<file path="config.mk">
export PLATFORM = sky130hd
export DESIGN_NAME = stepper_ramp_sequencer_unit
export DESIGN_NICKNAME = d
export VERILOG_FILES = /design/src/rtl/core/srs_pkg.sv /design/src/rtl/core/stepper_ramp_sequencer_unit.sv /design/src/rtl/core/srs_cfg_regs.sv /design/src/rtl/core/srs_step_core.sv
export SDC_FILE = /design/constraint.sdc
export NUM_CORES = 1
export LEC_CHECK = 0
export BUFFER_PORTS_ARGS = -buffer_cell sky130_fd_sc_hd__buf_2
export CORE_ASPECT_RATIO = 1.75
export CORE_MARGIN = 2
export CORE_UTILIZATION = 55
export DETAILED_ROUTE_END_ITERATION = 10
export GPL_TIMING_DRIVEN = 1
export PLACE_DENSITY_LB_ADDON = 0.12
export SLEW_MARGIN = 20
export SYNTH_ARGS = -nofsm -noshare
export SYNTH_HDL_FRONTEND = slang
export SYNTH_SLANG_ARGS = --single-unit
</file>
<file path="constraint.sdc">
create_clock -name clk -period 8.3 [get_ports clk]
set_input_delay 2.075 -clock clk [delete_from_list [all_inputs] [get_ports clk]]
set_output_delay 2.075 -clock clk [all_outputs]
set_load 0.02 [all_outputs]
</file>
<file path="src/rtl/core/srs_pkg.sv">
`default_nettype none

package srs_pkg;

  // Request codes carried in the input item.
  localparam logic [2:0] REQ_TICK  = 3'd0;
  localparam logic [2:0] REQ_CW90  = 3'd1;
  localparam logic [2:0] REQ_CW180 = 3'd2;
  localparam logic [2:0] REQ_CCW90 = 3'd3;
  localparam logic [2:0] REQ_HOME  = 3'd4;

  // Move mode uses the request codes; zero means idle.
  localparam logic [2:0] MODE_IDLE = 3'd0;

  // Configuration register indexes.
  localparam logic [2:0] CFG_BASE_DELAY = 3'd0;
  localparam logic [2:0] CFG_HOME_DELAY = 3'd1;
  localparam logic [2:0] CFG_PATTERN_0  = 3'd2;
  localparam logic [2:0] CFG_PATTERN_1  = 3'd3;
  localparam logic [2:0] CFG_PATTERN_2  = 3'd4;
  localparam logic [2:0] CFG_PATTERN_3  = 3'd5;

  // Reset values of the configuration registers.
  localparam logic [5:0] BASE_DELAY_RST = 6'd6;
  localparam logic [7:0] HOME_DELAY_RST = 8'd20;
  localparam logic [7:0] PATTERN_0_RST  = 8'b0011_0110;
  localparam logic [7:0] PATTERN_1_RST  = 8'b0010_1110;
  localparam logic [7:0] PATTERN_2_RST  = 8'b0010_1101;
  localparam logic [7:0] PATTERN_3_RST  = 8'b0011_0101;

  // Ramp lengths for the two directions.
  localparam int CwRampLen  = 7;
  localparam int CcwRampLen = 9;

  typedef struct packed {
    logic [5:0]      base_delay;
    logic [7:0]      home_delay;
    logic [3:0][7:0] pattern;
  } cfg_t;

  typedef struct packed {
    logic [1:0] bin_position;
    logic       rejected;
    logic       done_res;
    logic       busy_res;
    logic       step_taken;
    logic [7:0] coil_pattern;
  } result_t;

  // Extra wait added at ramp position k; positions past the ramp add nothing.
  function automatic logic [3:0] ramp_value(input logic ccw, input logic [3:0] k);
    logic [3:0] r;
    case (k)
      4'd0:    r = 4'd14;
      4'd1:    r = 4'd13;
      4'd2:    r = 4'd12;
      4'd3:    r = 4'd11;
      4'd4:    r = 4'd9;
      4'd5:    r = 4'd7;
      4'd6:    r = ccw ? 4'd5 : 4'd4;
      4'd7:    r = ccw ? 4'd3 : 4'd0;
      4'd8:    r = ccw ? 4'd1 : 4'd0;
      default: r = 4'd0;
    endcase
    return r;
  endfunction

endpackage

`default_nettype wire

</file>
<file path="src/rtl/core/stepper_ramp_sequencer_unit.sv">
// Channel   Direction  Payload
// s_axis    in         tuser: req_type[2:0]; tdata: hall_active[0]
// m_axis    out        tdata: coil_pattern, step_taken, busy_res, done_res,
//                      rejected, bin_position
// cfg       in         cfg_index selects the register, cfg_data is written
//
// Each item passes an input register and a result register; one item per
// cycle is sustained while m_axis is not stalled.
// The state update for an item is one combinational pass of the step core.
// Reset (rst, synchronous) returns all sequencer state to zero and the
// registers to their defaults. A stall on m_axis holds the result and
// lets one more item wait in the input register.
`default_nettype none

module stepper_ramp_sequencer_unit #(
  parameter int QUARTER_STEPS = 50
) (
  input  wire logic        clk,
  input  wire logic        rst,
  input  wire logic        s_axis_tvalid,
  output logic             s_axis_tready,
  input  wire logic [7:0]  s_axis_tdata,   // [0] hall_active, [7:1] zero
  input  wire logic [2:0]  s_axis_tuser,   // [2:0] req_type
  output logic             m_axis_tvalid,
  input  wire logic        m_axis_tready,
  // [7:0] coil_pattern, [8] step_taken, [9] busy_res, [10] done_res,
  // [11] rejected, [13:12] bin_position, [15:14] zero
  output logic [15:0]      m_axis_tdata,
  input  wire logic        cfg_valid,
  output logic             cfg_ready,
  input  wire logic [2:0]  cfg_index,
  input  wire logic [7:0]  cfg_data
);
  import srs_pkg::*;

  cfg_t       cfg;
  result_t    res;
  logic       in_valid;
  logic [2:0] in_req;
  logic       in_hall;
  logic       advance;

  srs_cfg_regs u_cfg (
    .clk       (clk),
    .rst       (rst),
    .cfg_valid (cfg_valid),
    .cfg_ready (cfg_ready),
    .cfg_index (cfg_index),
    .cfg_data  (cfg_data),
    .cfg       (cfg)
  );

  // An item moves on when the result register is free or being drained.
  assign advance       = in_valid && (!m_axis_tvalid || m_axis_tready);
  assign s_axis_tready = !in_valid || advance;

  // Input register.
  always_ff @(posedge clk) begin
    if (rst) begin
      in_valid <= 1'b0;
    end else if (s_axis_tready) begin
      in_valid <= s_axis_tvalid;
    end
  end

  always_ff @(posedge clk) begin
    if (s_axis_tvalid && s_axis_tready) begin
      in_req  <= s_axis_tuser;
      in_hall <= s_axis_tdata[0];
    end
  end

  srs_step_core #(
    .QUARTER_STEPS (QUARTER_STEPS)
  ) u_core (
    .clk         (clk),
    .rst         (rst),
    .fire        (advance),
    .req_type    (in_req),
    .hall_active (in_hall),
    .cfg         (cfg),
    .res         (res)
  );

  // Result register.
  always_ff @(posedge clk) begin
    if (rst) begin
      m_axis_tvalid <= 1'b0;
    end else if (advance) begin
      m_axis_tvalid <= 1'b1;
    end else if (m_axis_tready) begin
      m_axis_tvalid <= 1'b0;
    end
  end

  always_ff @(posedge clk) begin
    if (advance) begin
      m_axis_tdata <= {2'b00, res.bin_position, res.rejected, res.done_res,
                       res.busy_res, res.step_taken, res.coil_pattern};
    end
  end

endmodule

`default_nettype wire

</file>
<file path="src/rtl/core/srs_cfg_regs.sv">
`default_nettype none

module srs_cfg_regs (
  input  wire logic         clk,
  input  wire logic         rst,
  input  wire logic         cfg_valid,
  output logic              cfg_ready,
  input  wire logic [2:0]   cfg_index,
  input  wire logic [7:0]   cfg_data,
  output srs_pkg::cfg_t     cfg
);
  import srs_pkg::*;

  // Writes are always taken; unknown indexes are dropped.
  assign cfg_ready = 1'b1;

  always_ff @(posedge clk) begin
    if (rst) begin
      cfg.base_delay <= BASE_DELAY_RST;
      cfg.home_delay <= HOME_DELAY_RST;
      cfg.pattern[0] <= PATTERN_0_RST;
      cfg.pattern[1] <= PATTERN_1_RST;
      cfg.pattern[2] <= PATTERN_2_RST;
      cfg.pattern[3] <= PATTERN_3_RST;
    end else if (cfg_valid) begin
      case (cfg_index)
        CFG_BASE_DELAY: cfg.base_delay <= cfg_data[5:0];
        CFG_HOME_DELAY: cfg.home_delay <= cfg_data;
        CFG_PATTERN_0:  cfg.pattern[0] <= cfg_data;
        CFG_PATTERN_1:  cfg.pattern[1] <= cfg_data;
        CFG_PATTERN_2:  cfg.pattern[2] <= cfg_data;
        CFG_PATTERN_3:  cfg.pattern[3] <= cfg_data;
        default: ;
      endcase
    end
  end

endmodule

`default_nettype wire

</file>
<file path="src/rtl/core/srs_step_core.sv">
`default_nettype none

module srs_step_core #(
  parameter int QUARTER_STEPS = 50
) (
  input  wire logic           clk,
  input  wire logic           rst,
  input  wire logic           fire,
  input  wire logic [2:0]     req_type,
  input  wire logic           hall_active,
  input  wire srs_pkg::cfg_t  cfg,
  output srs_pkg::result_t    res
);
  import srs_pkg::*;

  localparam int StepW = $clog2(2 * QUARTER_STEPS + 1);
  localparam logic [StepW-1:0] QuarterTotal = StepW'(QUARTER_STEPS);
  localparam logic [StepW-1:0] HalfTotal    = StepW'(2 * QUARTER_STEPS);

  // Sequencer state.
  logic [1:0]       phase_index, phase_index_next;
  logic [1:0]       tray_bin, tray_bin_next;
  logic [2:0]       move_mode, move_mode_next;
  logic [StepW-1:0] step_number, step_number_next;
  logic [7:0]       wait_left, wait_left_next;
  logic [7:0]       drive_byte, drive_byte_next;

  // Shared step datapath: selected mode and step index.
  logic             is_cmd;
  logic [2:0]       mode_sel;
  logic [StepW-1:0] idx_sel;
  logic [StepW-1:0] total;
  logic [StepW-1:0] mirror;
  logic [StepW-1:0] ramp_pos;
  logic             ccw;
  logic [3:0]       ramp_add;
  logic [6:0]       move_delay;
  logic [7:0]       move_wait;
  logic [7:0]       home_wait;
  logic [1:0]       fwd_phase;
  logic [1:0]       move_phase;
  logic [7:0]       wait_dec;
  logic             stepped, done, rej;

  assign is_cmd   = (req_type == REQ_CW90) || (req_type == REQ_CW180) ||
                    (req_type == REQ_CCW90) || (req_type == REQ_HOME);
  assign mode_sel = (move_mode == MODE_IDLE) ? req_type : move_mode;
  assign idx_sel  = (move_mode == MODE_IDLE) ? '0 : step_number;
  assign total    = (mode_sel == REQ_CW180) ? HalfTotal : QuarterTotal;
  assign mirror   = total - StepW'(1) - idx_sel;
  assign ramp_pos = (mirror < idx_sel) ? mirror : idx_sel;
  assign ccw      = (mode_sel == REQ_CCW90);
  assign ramp_add = (ramp_pos < StepW'(ccw ? CcwRampLen : CwRampLen)) ?
                    ramp_value(ccw, ramp_pos[3:0]) : 4'd0;

  // Wait lengths; a zero delay counts as one tick.
  assign move_delay = {1'b0, cfg.base_delay} + {3'b000, ramp_add};
  assign move_wait  = (move_delay == 7'd0) ? 8'd1 : {1'b0, move_delay};
  assign home_wait  = (cfg.home_delay == 8'd0) ? 8'd1 : cfg.home_delay;
  assign fwd_phase  = phase_index + 2'd1;
  assign move_phase = ccw ? (phase_index - 2'd1) : fwd_phase;
  assign wait_dec   = (wait_left != 8'd0) ? (wait_left - 8'd1) : 8'd0;

  // Next-state logic for one item.
  always_comb begin
    phase_index_next = phase_index;
    tray_bin_next    = tray_bin;
    move_mode_next   = move_mode;
    step_number_next = step_number;
    wait_left_next   = wait_left;
    drive_byte_next  = drive_byte;
    stepped          = 1'b0;
    done             = 1'b0;
    rej              = 1'b0;
    if (is_cmd) begin
      if (move_mode != MODE_IDLE) begin
        rej = 1'b1;
      end else if (req_type == REQ_HOME) begin
        if (hall_active) begin
          done = 1'b1;
        end else begin
          move_mode_next   = REQ_HOME;
          phase_index_next = fwd_phase;
          drive_byte_next  = cfg.pattern[fwd_phase];
          wait_left_next   = home_wait;
          stepped          = 1'b1;
        end
      end else begin
        move_mode_next   = req_type;
        phase_index_next = move_phase;
        drive_byte_next  = cfg.pattern[move_phase];
        step_number_next = StepW'(1);
        wait_left_next   = move_wait;
        stepped          = 1'b1;
      end
    end else if ((req_type == REQ_TICK) && (move_mode != MODE_IDLE)) begin
      wait_left_next = wait_dec;
      if (wait_dec == 8'd0) begin
        if (move_mode == REQ_HOME) begin
          if (hall_active) begin
            move_mode_next = MODE_IDLE;
            done           = 1'b1;
          end else begin
            phase_index_next = fwd_phase;
            drive_byte_next  = cfg.pattern[fwd_phase];
            wait_left_next   = home_wait;
            stepped          = 1'b1;
          end
        end else if (step_number >= total) begin
          case (move_mode)
            REQ_CW90:  tray_bin_next = tray_bin + 2'd1;
            REQ_CW180: tray_bin_next = tray_bin + 2'd2;
            default:   tray_bin_next = tray_bin - 2'd1;
          endcase
          move_mode_next   = MODE_IDLE;
          step_number_next = '0;
          done             = 1'b1;
        end else begin
          phase_index_next = move_phase;
          drive_byte_next  = cfg.pattern[move_phase];
          step_number_next = step_number + StepW'(1);
          wait_left_next   = move_wait;
          stepped          = 1'b1;
        end
      end
    end
  end

  // State registers advance once per processed item.
  always_ff @(posedge clk) begin
    if (rst) begin
      phase_index <= '0;
      tray_bin    <= '0;
      move_mode   <= MODE_IDLE;
      step_number <= '0;
      wait_left   <= '0;
      drive_byte  <= '0;
    end else if (fire) begin
      phase_index <= phase_index_next;
      tray_bin    <= tray_bin_next;
      move_mode   <= move_mode_next;
      step_number <= step_number_next;
      wait_left   <= wait_left_next;
      drive_byte  <= drive_byte_next;
    end
  end

  // Result of the item being processed.
  always_comb begin
    res.coil_pattern = drive_byte_next;
    res.step_taken   = stepped;
    res.busy_res     = (move_mode_next != MODE_IDLE);
    res.done_res     = done;
    res.rejected     = rej;
    res.bin_position = tray_bin_next;
  end

`ifndef SYNTHESIS
  // After any step the block always has a wait pending.
  a_wait_after_step: assert property (@(posedge clk) disable iff (rst)
    fire && stepped |=> wait_left != 8'd0)
    else $error("step taken without a pending wait");

  // A move never counts past twice a quarter turn.
  a_step_bound: assert property (@(posedge clk) disable iff (rst)
    step_number <= HalfTotal)
    else $error("step counter out of range");

  // A rejected command leaves the motor and tray untouched.
  a_reject_holds: assert property (@(posedge clk) disable iff (rst)
    fire && rej |=> $stable(phase_index) && $stable(tray_bin) && $stable(move_mode))
    else $error("rejected command changed state");

  // Completion and rejection never coincide, and completion takes no step.
  a_done_excl: assert property (@(posedge clk) disable iff (rst)
    fire && done |-> !rej && !stepped && (move_mode_next == MODE_IDLE))
    else $error("inconsistent completion flags");
`endif

endmodule

`default_nettype wire
</file>
# Yosys cells after proc, flatten, opt, wreduce, memory -nomap -nowiden
# Index checks and enable logic that the tools add are counted.
[totals]
reg_bits = 96
latchBits = 0
ramBits = 0
mem_bits_ro = 0
in_bits = 27
output_inout_bits = 19
n_memories = 0
[op_classes]
add_sub_neg = 10
multipliers = 0
n_div = 0
n_lt_le_gt_ge = 5
eq_ne = 27
n_shift = 0
mux = 84
n_bitwise = 0
n_reduce_logical = 32
[op_table]
columns = ["op", "count"]
rows = [
  ["2-to-1 mux 8 bit", 21],
  ["2-to-1 mux 7 bit", 11],
  ["one-hot mux 4 bit (9 select lines)", 1],
  ["binary-select mux 8 bit (select 2 bit)", 2],
  ["2-to-1 mux 2 bit", 15],
  ["2-to-1 mux 3 bit", 10],
  ["equality test 3 x 2 -> 1 bit (second input constant)", 7],
  ["2-to-1 mux 1 bit", 21],
  ["equality test 4 x 3 -> 1 bit (second input constant)", 4],
  ["logical NOT 8 bit", 2],
  ["less-than comparator 7 bit", 2],
  ["equality test 3 bit (second input constant)", 4],
  ["AND reduction 2 bit", 6],
  ["equality test 3 x 1 -> 1 bit (second input constant)", 3],
  ["logical NOT 3 bit", 3],
  ["equality test 4 x 2 -> 1 bit (second input constant)", 2],
  ["2-to-1 mux 4 bit", 2],
  ["nonzero test 8 bit", 1],
  ["subtractor 8 x 1 -> 8 bit (second input constant)", 1],
  ["adder 6 x 4 -> 7 bit", 1],
  ["adder 7 x 1 -> 7 bit (second input constant)", 1],
  [">= comparator 7 bit", 1],
  ["logical NOT 7 bit", 1],
  ["subtractor 7 x 1 -> 7 bit (second input constant)", 1],
  ["21 further kinds", 35],
]

# Depth between registers and ports, before layout
[logic_depth]
word_depth = 19
mapped_depth = 34

# By module
# A second synthesis with hierarchy kept.
[unflattened]
cells_unflattened = 712
area_unflattened_um2 = 6467.5
[modules_own_cells]
columns = ["mod", "instances", "cells_per_inst", "area_each_um2", "seq_area_each_um2"]
rows = [
  ["srs_step_core", 1, 509, 3977.6, 600.6],
  ["srs_cfg_regs", 1, 172, 1826.8, 920.9],
  ["stepper_ramp_sequencer_unit", 1, 31, 663.1, 580.6],
]

# Worst setup path after synthesis
# Ideal clock, no wire load.
[synth_path]
kind = "reg2reg"
from = "reg in_req[1]"
to = "reg u_core.wait_left[0]"
arrival_time_ns = 7.109
t_required_ns = 8.205
slack_ns = 1.096
stages_incl_launch_ff = 32
synth_period_minus_slack_ns = 7.204
cell_sequence = "edfxtp_1 nor3b_1 o21ai_0 ha_1 inv_1 fa_1 clkbuf_1 inv_1 ha_1 nand2b_1 o21ai_0 o311a_1 a21boi_1 o21ai_0 ha_1 a21o_1 a21o_1 nor3b_1 or4bb_1 mux2i_1 nand2_1 a211oi_1 ha_1 inv_1 fa_1 nand2b_1 a21boi_0 o21ai_0 o21ai_0 nor4b_1 o21ai_0 a221oi_1"
[synth_via]
elab_chain_len = 18
elab_cells_between_ends = 48
cone_classes = "add/sub: 3; order compare: 3; eq/ne: 16; mux: 17; reduce/logical: 9"
[synth_rtl]
columns = ["element", "line", "text"]
rows = [
  ["from (decl)", "stepper_ramp_sequencer_unit.sv:39", "logic [2:0] in_req;"],
  ["from (signal assigned)", "stepper_ramp_sequencer_unit.sv:68", "in_req <= s_axis_tuser;"],
  ["parallel branches: the longest is 18 deep, another holds subtractor 7 x 1 -> 7 bit", "n/a", ""],
  ["to (signal assigned)", "srs_step_core.sv:143", "wait_left <= wait_left_next;"],
  ["to (decl)", "srs_step_core.sv:25", "logic [7:0] wait_left, wait_left_next;"],
]
# Parallel ways; which one is timed is not known. The select of a mux whose other input is x is not followed.
# A chain may end at the register's enable or synchronous reset.

# Worst setup path after layout
# Ends and elaborated chain as after synthesis.

==> metrics.md <==
| Metric | Value |
|---|---|
| Initial antenna violation count | `0` |
| CTS buffer count | `9` |
| Synth-to-layout area growth | `8.78%` |
| Number of global-route vias before repair | `around 5,400` |
| Final period util | `93.1%` |
| Antenna viol nets, final | `0` |
| FF-to-FF End | `u_core.wait_left[0]` |
| Synth Register Bits | `96` |
| Synth top cells by count | `nand2_1 (111), dfxtp_1 (78), a21oi_1 (52)` |
| Seq/Total Area, Yosys | `34.9%` |
| Placed cell area | `6240 um^2` |
| Pwr/cell area | `178 nW/um^2` |
| GRT Overall Usage | `28.2%` |
| CP Capture Type | `flip-flop` |
| GPL Wtd Cong | `approximately 0.95` |
| Slew HR | `a little under a third` |
| Outcome | `completed` |
| Top cell type's share of synthesized area | `25.9%` |
| Ports | `46` |
| Fillcell total | `slightly below 1,000` |
| Async SR Flop Fraction | `0%` |
| Min-delay src | `u_core.drive_byte[7]` |
| Worst Clk Skew | `0.00550 ns` |
| Die ar. | `11,800 um^2` |
| Synth top area cells | `dfxtp_1 (26%), edfxtp_1 (9.0%), nand2_1 (6.9%)` |
| Setup TNS | `0 ns` |
| Clock Tree Root | `clkbuf_16` |
| CP arrival | `7.98 ns` |
| Worst hold slack | `between 0.4 and 0.5 ns` |
| Synthesized cell area | `6030 um^2` |
| Most frequent cell after synthesis | `nand2_1` |
| Max Fclk | `129 MHz` |
| Final max-slew violation count | `0` |
| Slowest cell on the critical path | `fa_1` |
| Final Worst Setup Slack | `between 0.5 and 0.6 ns` |
| Yosys warnings | `0` |
| Hold-critical path depth | `2` |
| DP HPWL | `12,300 um` |
| Row count | `50` |
| Final setup viols | `0` |
| Starting DRC count in detailed routing | `slightly above 400` |
| Peak VDD IR | `0.136 mV` |
| Class of the worst hold path | `reg2reg` |
| R2r setup slk | `a little under 0.6 ns` |
| Pre-CTS setup slack | `0.321 ns` |
| Port bufs | `35` |
| Die Span Y | `142 um` |
| Mapped Avg Cell Area | `8.58 um^2` |
| DR WL/cell | `19.4 um` |
| CP startpoint kind | `flip-flop` |
| Total clock sinks | `96` |
| CTS HTree Levels | `3` |
| CP max stage delay | `0.65 ns` |
| Die Span X | `83.1 um` |
| Final Cell Area | `6560 um^2` |
| Setup Crit Path Kind | `reg2reg` |
| Drt pass-1 iters | `5` |
| Ys flop type | `dfxtp_1` |
| Worst-path clk slew | `0.07 ns` |
| Post-CTS setup buffer count | `0` |
| DRC | `0` |
| Distinct cells, synth | `84` |
| Number of synthesized flops with an enable pin | `18` |
| Worst Hold Path EP | `u_core.drive_byte[7]` |
| Vias | `5,527` |
| Diode count | `0` |
| CTS tree | `done` |
| Starting Density | `56.3%` |
| Largest net degree at the start of global routing | `50` |
| Fin crit period | `around 7.7 ns` |
| Leak Pwr | `2.51 nW` |
| CP max FO | `10` |
| Max_cap viols | `0` |
| CP required | `between 8 and 9 ns` |
| Core Region | `between 10,000 and 15,000 um^2` |
| Total congestion overflow | `0` |
| RSZ-0062 raised after global routing | `no` |
| CTS max path bufs | `2` |
| Share of layout cells above drive strength 1 | `14.5%` |
| Via/cell ratio | `6.49` |
| Synth area leader | `dfxtp_1` |
| Routed wire length | `16,500 um` |
| Final net count | `769` |
| Reg2reg path depth | `32` |
| Mapped Cells | `702` |
| Endpoints failing hold | `0` |
| Worst skew pair latency | `between 0.3 and 0.4 ns` |
| First-pass GRT wire length | `26,600 um` |
| Tightest Pin Transition | `approximately 1.0 ns` |
| Critical R2R Launch | `in_req[1]` |
-- worst max-delay path, delay by kind of cell, from the launching register on --
| kind | cells | cell delay (ns) |
|---|---|---|
| compound gates | 13 | 2.71 |
| fa+ha+maj | 6 | 2.07 |
| simple gates | 8 | 1.59 |
| flops | 1 | 0.51 |
| buf+inv | 4 | 0.46 |
| mux | 1 | 0.30 |
-- power breakdown --
part | total (mW) | leakage (nW) | internal [mW] | switching [mW]
Clock | 0.405 | 0.136 | 0.209 | 0.196
Combinational | 0.253 | 1.57 | 0.0999 | 0.154
Sequential | 0.508 | 0.805 | 0.492 | 0.0160
Total | 1.17 | 2.51 | 0.801 | 0.366
-- layout by cell type, fill, tap and decap left out, types with 13 or more instances in the layout --
master    instances
a21oi_1          50
ha_1             23
nand3_1          43
inv_1            27
mux4_2           16
dfxtp_1          76
nand2_1         110
buf_2            35
nor3_1           13
edfxtp_1         18
o21ai_0          30
nor2_1           46
xnor2_1          14
-- flip-flops by register name (all words and copies together) (netlist names) --
signal              flops
in_hall                 1
in_req                  3
in_valid                1
m_axis_tdata           14
m_axis_tvalid           1
u_cfg.cfg              46
u_core.drive_byte       8
u_core.move_mode        3
u_core.phase_index      2
u_core.step_number      7
u_core.tray_bin         2
u_core.wait_left        8
-- layer usage --
metal	GRT usage [%]	part of all wire [%]	vias up
met2	53.3	54	191
met1	27.2	35	2656
met4	21.1	7.8	0
met3	4.00	3.6	79
met5	0	0	-
li1	-	-	2601
-- metrics by stage --
| step | total power [mW] | std cells | utilization [%] |
|---|---|---|---|
| final | 1.17 | 852 | 61.3 |
| after global routing | 1.21 | 852 | 61.3 |
| after global placement | 0.757 | 836 | 58.3 |
| after detailed placement | 0.765 | 836 | 58.3 |
| after floorplan | 0.701 | 703 | - |
| after CTS | 1.16 | 852 | 61.0 |
-- what timing repair did --
item	CTS	global route
hold buffers	0	0
resized for setup	0	11
endpoints found under the setup margin	0	3
-- kinds of logic (layout without fill, tap and decap cells) --
family / Yosys count / in the layout / synth area share [%]
simple gates: 291 / 291 / 23.7
mux: 29 / 29 / 8.16
xor+xnor: 22 / 22 / 3.32
other cells: 2 / 3 / 0.125
compound gates: 169 / 169 / 19.4
fa+ha+maj: 26 / 26 / 5.61
buf+inv: 67 / 86 / 4.80
flops: 96 / 96 / 34.9
-- how the worst max path moves through the flow --
stage                         from             endpoint  cells after the start
3_3_place_gp   u_core.move_mode[0]  u_core.wait_left[0]                     29
3_5_place_dp   u_core.move_mode[0]  u_core.wait_left[0]                     29
6_report                 in_req[1]  u_core.wait_left[0]                     32
2_1_floorplan            in_req[1]  u_core.wait_left[0]                     31
4_1_cts        u_core.move_mode[0]  u_core.wait_left[0]                     29
5_1_grt                  in_req[1]  u_core.wait_left[0]                     32
-- final cells by class --
type	instances	area, um^2	area share, %
Clock inverter	7	63.8	0.973
Timing Repair Buffer	42	228	3.47
Multi-Input combinational cell	540	3670	55.9
Sequential cell	96	2100	32.1
Inverter	28	105	1.60
Tap cell	130	163	2.48
Clock buffer	9	225	3.44
No activity file was read; power rests on OpenSTA's default activity.
